`config.mk`:
```
export PLATFORM = sky130hd
export DESIGN_NAME = rsvg_div
export DESIGN_NICKNAME = d
export VERILOG_FILES = /design/src/ring_sector_vertex_generator_top_assert.svh /design/src/rsvg_pkg.sv /design/src/rsvg_div.sv
export SDC_FILE = /design/constraint.sdc
export NUM_CORES = 1
export LEC_CHECK = 0
export ABC_AREA = 1
export BUFFER_PORTS_ARGS = -buffer_cell sky130_fd_sc_hd__buf_2
export CAP_MARGIN = 25
export CORE_MARGIN = 4
export CORE_UTILIZATION = 55
export CTS_CLUSTER_DIAMETER = 80
export DETAILED_ROUTE_END_ITERATION = 8
export HOLD_SLACK_MARGIN = 0.15
export PLACE_DENSITY = 0.74
export SKIP_LAST_GASP = 1
export SLEW_MARGIN = 20
export SYNTH_ARGS = -nofsm -noshare
export SYNTH_HDL_FRONTEND = slang
export SYNTH_SLANG_ARGS = --single-unit
```
`constraint.sdc`:
```
create_clock -name clock -period 4.4 [get_ports clock]
set_clock_uncertainty 0.15 [all_clocks]
set_input_delay 0.22 -clock clock [delete_from_list [all_inputs] [get_ports clock]]
set_output_delay 0.22 -clock clock [all_outputs]
set_load 0.02 [all_outputs]
```
`src/ring_sector_vertex_generator_top_assert.svh`:
```
// ----------------------------------------------------------------------------
// Ring sector vertex generator assertion macros
// Shared property forms for the checks at the end of the top level.
// ----------------------------------------------------------------------------
`ifndef RING_SECTOR_VERTEX_GENERATOR_TOP_ASSERT_SVH
`define RING_SECTOR_VERTEX_GENERATOR_TOP_ASSERT_SVH

// same-cycle implication
`define RSVG_ASSERT_IMPL(label, clk, rst, ante, cons) \
   label: assert property (@(posedge clk) disable iff (rst) (ante) |-> (cons)) \
      else $error("rsvg: same-cycle check failed");

// next-cycle implication
`define RSVG_ASSERT_NEXT(label, clk, rst, ante, cons) \
   label: assert property (@(posedge clk) disable iff (rst) (ante) |=> (cons)) \
      else $error("rsvg: next-cycle check failed");

`endif

```
`src/rsvg_pkg.sv`:
```
// ----------------------------------------------------------------------------
// Ring sector vertex generator package
// Shared types, fixed-point constants and the CORDIC arctangent table.
// ----------------------------------------------------------------------------
package rsvg_pkg;

   localparam int NUM_W        = 25;   // dividend width of the divider pipes
   localparam int DIV_CNT      = 8;
   localparam int CORDIC_STEPS = 16;
   localparam int CORDIC_LAT   = CORDIC_STEPS + 3;

   localparam int TWO_PI_Q16  = 411775;
   localparam int PI_Q16      = 205887;
   localparam int HALF_PI_Q16 = 102944;
   localparam int CORDIC_GAIN = 39797;
   localparam int TRIG_MAX    = 65536;
   localparam int TWO_PI_Q12  = 25736;

   // divider lanes
   localparam int DIV_A0    = 0;
   localparam int DIV_A1    = 1;
   localparam int DIV_ROUT0 = 2;
   localparam int DIV_RIN0  = 3;
   localparam int DIV_ROUT1 = 4;
   localparam int DIV_RIN1  = 5;
   localparam int DIV_U0    = 6;
   localparam int DIV_U1    = 7;

   typedef enum logic [2:0] {
      CSR_SLICE_COUNT = 3'd0,
      CSR_START_ANGLE = 3'd1,
      CSR_END_ANGLE   = 3'd2,
      CSR_START_INNER = 3'd3,
      CSR_START_OUTER = 3'd4,
      CSR_END_INNER   = 3'd5,
      CSR_END_OUTER   = 3'd6
   } csr_index_type;

   typedef logic [NUM_W-1:0] numer_type;

   typedef struct packed {
      logic [8:0]         slice_count;
      logic signed [15:0] start_angle;
      logic signed [15:0] end_angle;
      logic [15:0]        start_inner;
      logic [15:0]        start_outer;
      logic [15:0]        end_inner;
      logic [15:0]        end_outer;
   } cfg_type;

   typedef struct packed {
      logic       valid;
      logic [7:0] slice;
      logic       neg0;
      logic       neg1;
      logic       full;
   } div_side_type;

   typedef struct packed {
      logic        valid;
      logic [7:0]  slice;
      logic [15:0] rout0;
      logic [15:0] rin0;
      logic [15:0] rout1;
      logic [15:0] rin1;
      logic [16:0] u0;
      logic [16:0] u1;
   } geo_side_type;

   typedef struct packed {
      geo_side_type       geo;
      logic signed [17:0] sin0;
      logic signed [17:0] cos0;
      logic signed [17:0] sin1;
      logic signed [17:0] cos1;
   } corner_in_type;

   function automatic logic signed [19:0] atan_q16(input logic [3:0] k);
      logic signed [19:0] a;
      case (k)
         4'd0:    a = 20'sd51472;
         4'd1:    a = 20'sd30386;
         4'd2:    a = 20'sd16055;
         4'd3:    a = 20'sd8150;
         4'd4:    a = 20'sd4091;
         4'd5:    a = 20'sd2047;
         4'd6:    a = 20'sd1024;
         4'd7:    a = 20'sd512;
         4'd8:    a = 20'sd256;
         4'd9:    a = 20'sd128;
         4'd10:   a = 20'sd64;
         4'd11:   a = 20'sd32;
         4'd12:   a = 20'sd16;
         4'd13:   a = 20'sd8;
         4'd14:   a = 20'sd4;
         default: a = 20'sd2;
      endcase
      return a;
   endfunction

endpackage

```
`src/rsvg_div.sv`:
```
// ----------------------------------------------------------------------------
// Pipelined divider
// Restoring division, one quotient bit per register stage.
// ----------------------------------------------------------------------------
module rsvg_div import rsvg_pkg::*; (
   input  logic             clock,
   input  logic             en,
   input  numer_type        dividend,
   input  logic [8:0]       divisor,
   output numer_type        quotient
);

   logic [8:0] rem_in [NUM_W];
   logic [8:0] rem_ff [NUM_W];
   numer_type  num_in [NUM_W];
   numer_type  num_ff [NUM_W];
   numer_type  quo_in [NUM_W];
   numer_type  quo_ff [NUM_W];

   always_comb begin
      logic [8:0] rem_src;
      numer_type  num_src, quo_src;
      logic [9:0] trial;
      for (int j = 0; j < NUM_W; j++) begin
         if (j == 0) begin
            rem_src = '0;
            num_src = dividend;
            quo_src = '0;
         end else begin
            rem_src = rem_ff[j-1];
            num_src = num_ff[j-1];
            quo_src = quo_ff[j-1];
         end
         trial = {rem_src, num_src[NUM_W-1]};
         if (trial >= {1'b0, divisor}) begin
            rem_in[j] = 9'(trial - {1'b0, divisor});
            quo_in[j] = {quo_src[NUM_W-2:0], 1'b1};
         end else begin
            rem_in[j] = trial[8:0];
            quo_in[j] = {quo_src[NUM_W-2:0], 1'b0};
         end
         num_in[j] = {num_src[NUM_W-2:0], 1'b0};
      end
   end

   always_ff @(posedge clock) begin
      if (en) begin
         for (int j = 0; j < NUM_W; j++) begin
            rem_ff[j] <= rem_in[j];
            num_ff[j] <= num_in[j];
            quo_ff[j] <= quo_in[j];
         end
      end
   end

   assign quotient = quo_ff[NUM_W-1];

endmodule

```
* Yosys cells after proc, flatten, opt, wreduce, memory -nomap -nowiden
Memory sizes are Yosys's and may differ from the RTL's.
Index checks and enable logic that the tools add are counted.
** Word-level totals
- Register bits :: 0
- Memory bits (writable) :: 1450
- Word-level logic and storage cells :: 105
- Memories :: 3
** Cells by class
- Add/sub/neg operators :: 25
- Magnitude comparators :: 25
- Muxes and demuxes :: 52
** Memory list
- quo_ff :: depth 25, width 25, read ports 25, clocked after Yosys merged registers in 0, wr ports 25, line rsvg_div.sv:18 : numer_type quo_ff [NUM_W];
- num_ff :: depth 25, width 24, read ports 24, clocked after Yosys merged registers in 0, wr ports 25, line rsvg_div.sv:16 : numer_type num_ff [NUM_W];
- rem_ff :: depth 25, width 9, read ports 24, clocked after Yosys merged registers in 0, wr ports 25, line rsvg_div.sv:14 : logic [8:0] rem_ff [NUM_W];
** Operator list (count)
- $ge 10x9->1 :: 24
- $mux 9 :: 25
- $sub 9x9->9 :: 24
- $mux 1 :: 27
- $ge 1x9->1 :: 1
- $sub 1x9->9 :: 1

* Logic depth before layout (Yosys ltp)
Gate-level depths: netlist (run 1).
An unclocked memory read counts as a cell.
- Word-level depth :: 3
- Mapped depth :: 12
- Gate-level depth less buffers :: 12

* Worst setup path before layout (run 1)
Ideal clock, no wire load.
- Path kind :: in2reg
- Start :: input port divisor[1]
- End :: memory rem_ff[10][7], in the netlist rem_ff[1][25] (data pin)
- Library setup time :: 0.252 ns
- Data arrival time :: 2.683 ns
- Data required time :: 3.998 ns
- Setup slack :: 1.315 ns
- Cell stages on the path :: 8
- Path through :: inv_1 -> ha_1 -> nand2_1 -> nor3_2 -> a21oi_4 -> nand2_8 -> nand2_2 -> nand2_1
** RTL lines
- from (decl) :: line rsvg_div.sv:9 : input logic [8:0] divisor,
- to (decl) :: line rsvg_div.sv:14

==> results.ini, run 1 <==
[synth]
yosys.area_share.simple_pct=22.7
ys_seq_area_share_pct=61.8
synth_cells=3634
netlist_area_um2=40900
syn-mean-instance-area_um2=11.2
synth.distinct_cells=32
synthMuxAreaShare_pct=0
synth_top_family_by_area=simple AND/OR/NAND/NOR gates
synth_fp_nets=3911
ys_top_cells_by_count=nand2_1, edfxtp_1, inv_1, nand3_1, ha_1
synthFlopType=edfxtp_1
yosys_warnings=0
synth_edf_count=841
synth-compound-area-share_pct=1.12
synth_fa_ha_area_share_pct=7.80
synth_seq_cells=841
async_reset_ff_share_pct=0
synth_area_leaders=edfxtp_1, nand2_1, ha_1, nand3_1, inv_1
yosys.area.top_type=edfxtp_1
synth_top_area_share_pct=61.8
synthXorXnorAreaFrac_pct=1.48
yosysMostFrequentCell=nand2_1

[detailed_routing]
via_per_inst=5.09
drcViolationCount=0
wl_met2_um=32900
final_antenna_net_count=0
vias=24800
drt_iter0_drc=1677
post_drt_wl_per_cell_um=14.4
wl_met1_um=32100
met3_length_um=3190
drt-pass1-iter-count=5
top_layer=met4
drt_wl_total_um=69900

[setup_path]
start_kind=primary input
crit_type=in -> reg
cp_data_arrival_time_ns=3.01
worstPathRequired_ns=4.63
critPathCaptureType=flip-flop
ff2ff_setup_slack_ns=2.05
worst-path-max-fanout=23

[timing]
rsz0062_at_grt=no
setup_viol=0
finalCriticalPeriod_ns=2.78
whs_ns=0.186
worst_pin_slew_ns=1.05
tns_ns=0
max_clock_freq_mhz=359
hold_viol=0
slew_violations=0
fin_ws_ns=1.62
max_slew_margin_pct=29.7
period_share_pct=63.2

[global_route]
grt_max_degree=119
grt.total_usage_pct=18.0
antenna_found_initial=0
grt_first_pass_wirelength_um=116000
gr-total-overflow=0
grt_pass1_vias=23700

[layout]
area_growth_pct=12.2
drive_gt1_share_pct=15.6
n_antenna_cell=0
nFillCells=5707
final_util_pct=62.5
fin_nets=4117
final_cell_count_no_fill=4869
design_area_um2=45900

[clock_network]
holdBufCountCts=57
clk_latency_ns=0.63
ctsResizeCount=0
htree_levels=3
cts_buffers=87
tritoncts=done
cts_max_path_buffers=3
root_buffer=clkbuf_16
clock-sinks=841
clkTransAtPathRegs_ns=0.06
cts_setup_buffers=0

[floorplan]
io-pin-count=61
die_w_um=281
start_util_pct=55.7
die-area_um2=78800
die_y_um=281
rows=99
coreArea_um2=73300

[power_and_ir_drop]
seq_power_share_pct=40.2
p_int_mw=18.7
power.total_mw=29.0
power_density_nw_per_um2=632
switching_share_pct=35.3
clockPowerShare_pct=24.6
p_switching_mw=10.2
power_leakage_nw=20.2
ir_worst_vdd_mv=0.337
pwr-share-comb_pct=35.2

[placed_design]
dp_slack_ns=1.39
dp_cells=4651
hpwl_um=45300
dpl_cell_area_um2=42500
globalplace.congestion=0.873
portBuffers=60

[min_path]
hold_class=in -> reg

[outcome]
status=finished, final reports clean

[flow_run]
max-cap-violations=0

==> layout make-up <==
cell class                      instances  area, um2  share of cell area, %
Clock buffer                          102       2250                   4.92
Clock inverter                         57        533                   1.16
Inverter                              508       1910                   4.16
Multi-Input combinational cell       2259      13500                   29.5
Sequential cell                       841      25300                   55.1
Tap cell                              959       1200                   2.62
Timing Repair Buffer                  143       1190                   2.59
==> placed cells by master (no fill, tap or decap), types with 14 or more instances in the layout <==
cell type and instances:
nand2_1 1058, edfxtp_1 841, inv_1 462, nand3_1 366, ha_1 218, nand2_2 193
clkbuf_16 88, nor2_1 75, xor2_1 69, buf_2 59, dlygate4sd3_1 57, a21oi_1 56
inv_2 46, nand2_4 31, nand4_1 26, nor2_4 23, fa_1 23, nor3_2 22
nand3_2 21, buf_4 17, clkinv_1 16, nor2_2 15, clkinv_2 15, clkbuf_1 14
==> state kept, by name, summed over array words and instances, names as in the netlist <==
name / flops
num_ff: 300
quo_ff: 325
rem_ff: 216
==> kinds of logic (layout without fill, tap and decap cells) <==
family | after synthesis | in the layout
simple gates | 1879 | 1879
flops | 841 | 841
buf+inv | 534 | 810
fa+ha+maj | 241 | 241
compound gates | 70 | 70
xor+xnor | 69 | 69
==> worst max-delay path: stages <==
cell	delay [ns]
dlygate4sd3_1	0.53
buf_2	0.13
inv_2	0.59
buf_4	0.45
ha_1	0.31
nand2_1	0.09
inv_2	0.05
nand3b_2	0.12
nor2_4	0.06
nor2_8	0.18
nand2_8	0.11
nand2_2	0.08
nand2_1	0.05
==> final timing paths <==
path	start	to	depth (start not counted)
worst max-delay path	divisor[1]	rem_ff[2][17]	13
worst min-delay path	divisor[2]	rem_ff[0][1]	6
worst max register to register	num_ff[0][167]	rem_ff[0][71]	12
worst min register to register	quo_ff[1][133]	quo_ff[1][159]	0
==> power by group through the flow <==
stage | sequential, mW | combinational, mW | clock [mW]
6_report | 11.7 | 10.2 | 7.14
2_1_floorplan | 11.4 | 8.29 | 0
3_3_place_gp | 11.8 | 9.83 | 0
4_1_cts | 11.7 | 10.2 | 7.36
3_5_place_dp | 11.8 | 10.1 | 0
5_1_grt | 11.8 | 11.7 | 7.71
==> metal layers <==
layer / GRT usage, % / up-vias
met5: 0 / -
met4: 5.00 / 0
met3: 2.85 / 138
met2: 29.8 / 490
met1: 25.1 / 11600
li1: - / 12600
(Power assumes the default switching activity.)
==> run 2: changes to the inputs <==
==> constraint.sdc (replaced) <==
create_clock -name clock -period 2.9 [get_ports clock]
set_clock_uncertainty 0.15 [all_clocks]
set_input_delay 0.145 -clock clock [delete_from_list [all_inputs] [get_ports clock]]
set_output_delay 0.145 -clock clock [all_outputs]
set_load 0.02 [all_outputs]
==> results.ini, run 2 (same netlist as run 1, synthesis figures left out) <==
[detailed_routing]
drt_iter0_drc=1687  ; +0.60%
final_antenna_net_count=0  ; unchanged
vias=25000  ; +0.96%
post_drt_wl_per_cell_um=14.7  ; +2.4%
drt-pass1-iter-count=5  ; unchanged
drcViolationCount=0  ; unchanged
drt_wl_total_um=72200  ; +3.2%
via_per_inst=5.10  ; +0.18%

[timing]
finalCriticalPeriod_ns=2.76
worst_pin_slew_ns=0.517  ; -0.536 ns
period_share_pct=95.2
max_clock_freq_mhz=362
fin_ws_ns=0.139  ; -1.48 ns
slew_violations=0  ; unchanged
tns_ns=0  ; unchanged
max_slew_margin_pct=65.6  ; +36 points
hold_viol=0  ; unchanged
rsz0062_at_grt=no
setup_viol=0  ; unchanged

[setup_path]
reg2reg_to=rem_ff[1][42]
ff2ff_setup_slack_ns=0.52  ; -1.53 ns
path_buf_inv=5  ; unchanged
slowest_delay_ns=0.58  ; about the same
worstPathRequired_ns=3.12  ; -1.51 ns
cp_data_arrival_time_ns=2.98  ; -0.03 ns
critPathCaptureType=flip-flop
r2r_cells=12  ; unchanged
crit_top_cell=dlygate4sd3_1
start_kind=primary input
worst-path-max-fanout=5  ; -78%
crit_type=in -> reg
cp_top_family=buffers and inverters
cp_cell_sequence=dlygate4sd3_1, buf_2, nor2_1, dlygate4sd3_1, nand2_1, nor2_1, nand2_2, nand2_1, dlygate4sd3_1, o21ai_1, dlygate4sd3_1
r2r-start=num_ff[1][95]
critical-path-slowest-cell=dlygate4sd3_1
cp-endpoint=rem_ff[0][0]
crit_cells=11  ; -2
startpoint=divisor[2]

[clock_network]
clk_latency_ns=0.63  ; about the same
root_buffer=clkbuf_16
cts_buffers=89  ; +2.3%
htree_levels=3  ; unchanged
tritoncts=done
cts_max_path_buffers=3  ; unchanged
clock-sinks=841  ; unchanged
clkTransAtPathRegs_ns=0.06  ; about the same

[floorplan]
die_y_um=281  ; unchanged
die_w_um=281  ; unchanged
start_util_pct=55.7  ; unchanged
io-pin-count=61  ; unchanged
rows=99  ; unchanged
coreArea_um2=73300  ; unchanged
die-area_um2=78800  ; unchanged

[power_and_ir_drop]
power_density_nw_per_um2=959  ; +52%
power_leakage_nw=20.5  ; +1.5%
ir_worst_vdd_mv=0.521  ; +55%

[placed_design]
hpwl_um=47100  ; +3.9%
portBuffers=60  ; unchanged
globalplace.congestion=0.869  ; -0.42%
dp_slack_ns=0.194  ; -1.20 ns
dp_cells=4685  ; +0.73%

[min_path]
hold_class=in -> reg

[layout]
final_common_cell=nand2_1
layout_common_cells=nand2_1, edfxtp_1, inv_1
area_growth_pct=13.7
top_regs=quo_ff: 325 flops, num_ff: 300 flops, rem_ff: 216 flops
largest_reg_flops=325  ; unchanged
fin_nets=4156  ; +0.95%
final_cell_count_no_fill=4907  ; +0.78%
n_antenna_cell=0  ; unchanged
largest_register=quo_ff
drive_gt1_share_pct=16.3  ; +0.63 points
nFillCells=5658  ; -0.86%

[flow_run]
max-cap-violations=0  ; unchanged

[global_route]
grt_first_pass_wirelength_um=119000  ; +2.6%
gr-total-overflow=0  ; unchanged
antenna_found_initial=0  ; unchanged
grt.total_usage_pct=18.5  ; +0.44 points
grt_max_degree=103  ; -13%
grt_pass1_vias=24300  ; +2.9%

[outcome]
status=finished, final reports clean

==> run 2: how the worst min path moves through the flow <==
| stage | slack [ns] | start | cells after the start | endpoint |
|---|---|---|---|---|
| 6_report | 0.21 | divisor[0] | 5 | quo_ff[1][200] |
| 2_1_floorplan | 0.09 | dividend[0] | 0 | num_ff[0][0] |
| 3_5_place_dp | 0.17 | dividend[22] | 1 | num_ff[0][22] |
| 5_1_grt | 0.20 | divisor[0] | 5 | quo_ff[1][200] |
| 4_1_cts | 0.17 | divisor[0] | 5 | quo_ff[1][200] |
| 3_3_place_gp | 0.17 | dividend[20] | 1 | num_ff[0][20] |
==> run 2: area by class of cell <==
type	instances	area (um2)	area share, %
flip-flops and latches	841	25300	54.3
multi-input cells	2259	13500	29.1
clock buffers	102	2280	4.90
inverters	508	1910	4.11
repair buffers	180	1680	3.62
well taps	959	1200	2.58
clock inverters	58	622	1.34
==> run 2: what timing repair did <==
action	in CTS	in global routing
buffers inserted	0	3
gates resized for setup	0	1
hold buffers	59	0
setup endpoints to repair	0	1
endpoints found under the hold margin	403	0
==> run 2: through the flow <==
step / utilization (%) / hold WS [ns] / cell area (um2) / power (mW)
3_5_place_dp: 58.6 / 0.173 / 43000 / 33.4
5_1_grt: 63.4 / 0.200 / 46500 / 47.8
3_3_place_gp: 58.6 / 0.171 / 43000 / 33.0
2_1_floorplan: - / 0.0939 / 40900 / 29.9
6_report: 63.4 / 0.207 / 46500 / 44.6
4_1_cts: 63.3 / 0.166 / 46500 / 44.9
==> run 2: layer usage <==
| layer | part of all wire (%) | global-route usage, % | vias to the layer above |
|---|---|---|---|
| met5 | 0 | 0 | - |
| met4 | 2.1 | 5.50 | 0 |
| met3 | 5.2 | 2.63 | 116 |
| met2 | 47 | 30.5 | 547 |
| met1 | 46 | 25.8 | 11700 |
| li1 | - | - | 12700 |
==> run 2: worst reg2reg max path: cells and delay by family (launching register included) <==
kind / cells / cell delay (ns)
buf+inv: 2 / 0.15
simple gates: 8 / 0.88
flops: 1 / 0.41
fa+ha+maj: 2 / 0.53
==> run 2: report_power, final <==
group	switching, mW	internal, mW
combinational	9.95	5.79
sequential	1.22	16.4
clock	4.66	6.50
==> run 3: changes to the inputs <==
--- a/config.mk
+++ b/config.mk
@@ -12,6 +12,7 @@
 export CORE_UTILIZATION = 55
 export CTS_CLUSTER_DIAMETER = 80
 export DETAILED_ROUTE_END_ITERATION = 8
+export GPL_TIMING_DRIVEN = 0
 export HOLD_SLACK_MARGIN = 0.15
 export PLACE_DENSITY = 0.74
 export SKIP_LAST_GASP = 1
==> results.ini, run 3 (same netlist as run 1, synthesis figures left out) <==
[clock_network]
cts_buffers=87  ; -2.2%
cts_max_path_buffers=3  ; unchanged
clock-sinks=841  ; unchanged
tritoncts=done
ctsResizeCount=0  ; unchanged
clk_latency_ns=0.64  ; about the same
root_buffer=clkbuf_16
cts_setup_buffers=0  ; unchanged
holdBufCountCts=58  ; -1.7%
clkTransAtPathRegs_ns=0.06  ; about the same
htree_levels=3  ; unchanged

[layout]
drive_gt1_share_pct=16.0  ; -0.23 points
fin_nets=4137  ; -0.46%
largest_reg_flops=325  ; unchanged
nFillCells=5720  ; +1.1%
n_antenna_cell=0  ; unchanged
area_growth_pct=13.2
largest_register=quo_ff
layout_common_cells=nand2_1, edfxtp_1, inv_1
top_regs=quo_ff: 325 flops, num_ff: 300 flops, rem_ff: 216 flops
final_common_cell=nand2_1

[timing]
fin_ws_ns=0.230  ; +0.0909 ns
finalCriticalPeriod_ns=2.67  ; -0.0909 ns
rsz0062_at_grt=no
setup_viol=0  ; unchanged
tns_ns=0  ; unchanged
hold_viol=0  ; unchanged
slew_violations=0  ; unchanged
max_clock_freq_mhz=375  ; +3.4%
worst_pin_slew_ns=0.743  ; +0.227 ns
period_share_pct=92.1  ; -3.1 points
max_slew_margin_pct=50.4  ; -15 points

[floorplan]
die_w_um=281  ; unchanged
rows=99  ; unchanged
die-area_um2=78800  ; unchanged
io-pin-count=61  ; unchanged
die_y_um=281  ; unchanged
start_util_pct=55.7  ; unchanged
coreArea_um2=73300  ; unchanged

[power_and_ir_drop]
clockPowerShare_pct=24.9  ; about the same
p_int_mw=28.6  ; -0.53%
power_density_nw_per_um2=956  ; -0.34%
ir_worst_vdd_mv=0.604  ; +16%
power_leakage_nw=20.4  ; -0.59%
seq_power_share_pct=39.7  ; about the same
pwr-share-comb_pct=35.4  ; about the same
switching_share_pct=35.4  ; -0.17 points
p_switching_mw=15.6  ; -1.3%

[min_path]
hold_start=num_ff[0][182]
hold_class=reg -> reg
min_delay_worst_endpoint=num_ff[1][15]
holdPathStages=0  ; -5

[setup_path]
worst-path-max-fanout=3  ; -2
crit_type=in -> reg
r2r-start=num_ff[0][191]
cp_data_arrival_time_ns=3.03  ; +0.05 ns
start_kind=primary input
critPathCaptureType=flip-flop
r2r_cells=12  ; unchanged
worstPathRequired_ns=3.26  ; +0.14 ns
ff2ff_setup_slack_ns=0.48  ; -0.04 ns
startpoint=divisor[2]
reg2reg_to=rem_ff[1][2]

[placed_design]
globalplace.congestion=0.848  ; -2.5%
hpwl_um=46000  ; -2.4%
portBuffers=60  ; unchanged
dp_slack_ns=-0.266  ; -0.460 ns

[global_route]
antenna_found_initial=0  ; unchanged
grt_first_pass_wirelength_um=114000  ; -4.0%
grt_pass1_vias=23500  ; -3.3%
gr-total-overflow=0  ; unchanged
grt_max_degree=107  ; +3.9%
grt.total_usage_pct=17.7  ; -0.75 points

[detailed_routing]
post_drt_wl_per_cell_um=14.1  ; -3.9%
via_per_inst=5.07  ; -0.62%
drt_wl_total_um=69100  ; -4.3%
drt-pass1-iter-count=5  ; unchanged
final_antenna_net_count=0  ; unchanged
vias=24800  ; -0.99%
drcViolationCount=0  ; unchanged
drt_iter0_drc=1781  ; +5.6%

[flow_run]
max-cap-violations=0  ; unchanged

[outcome]
status=finished, final reports clean

-- run 3: changes by cell type in the layout (fill, tap and decap cells not counted), sizes merged --
cell,before,now
clkbuf,102,103
dlygate4sd3,59,58
clkinvlp,8,9
buf,121,104
clkinv,35,36
inv,514,511
-- run 3: worst max-delay path by stage --
| stage | to | slack, ns | depth (start not counted) |
|---|---|---|---|
| final | rem_ff[0][3] | 0.23 | 10 |
| after global routing | rem_ff[0][3] | 0.1 | 10 |
| after CTS | rem_ff[1][17] | 0.35 | 13 |
| after detailed placement | rem_ff[1][17] | -0.27 | 13 |
| after global placement | quo_ff[1][210] | -11.15 | 1 |
| after floorplan | rem_ff[0][34] | 0.09 | 10 |
-- run 3: power by group through the flow --
stage | Combinational (mW) | Sequential [mW] | Clock, mW
after floorplan | 12.6 | 17.3 | 0
after global routing | 17.8 | 17.8 | 11.9
after global placement | 15.0 | 18.1 | 0
after detailed placement | 15.5 | 17.8 | 0
final | 15.7 | 17.6 | 11.0
after CTS | 15.6 | 17.6 | 11.3
-- run 3: per-stage QoR --
stage	utilization, %	total power, mW	hold slack, ns	cell area [um2]	cells
floorplan	-	29.9	0.0939	40900	3634
global placement	57.8	33.1	0.171	42400	4653
detailed placement	58.4	33.3	0.173	42900	4672
CTS	63.1	44.5	0.196	46300	4889
global route	63.1	47.4	0.253	46300	4889
finish	63.1	44.2	0.243	46300	4889
-- run 3: final cells by class --
cell class / count / area (um2) / share of cell area, %
flip-flops and latches: 841 / 25300 / 54.6
repair buffers: 137 / 1350 / 2.93
inverters: 508 / 1910 / 4.13
clock inverters: 57 / 576 / 1.24
clock buffers: 102 / 2250 / 4.87
multi-input cells: 2259 / 13500 / 29.2
well taps: 959 / 1200 / 2.59
plain buffers: 26 / 191 / 0.414
-- run 3: layer usage --
metal	global-route usage, %	wire length (um)
met3	2.64	2720
met2	29.5	32500
met4	5.43	2000
met5	0	0
met1	24.4	31900
-- run 3: critical path, stage by stage --
cell and delay, ns:
dlygate4sd3_1 0.53, buf_2 0.14, nor2_1 0.16, dlygate4sd3_1 0.58
nand2_1 0.07, inv_1 0.09, nand2_1 0.06, dlygate4sd3_1 0.55
a21oi_1 0.13, dlygate4sd3_1 0.56
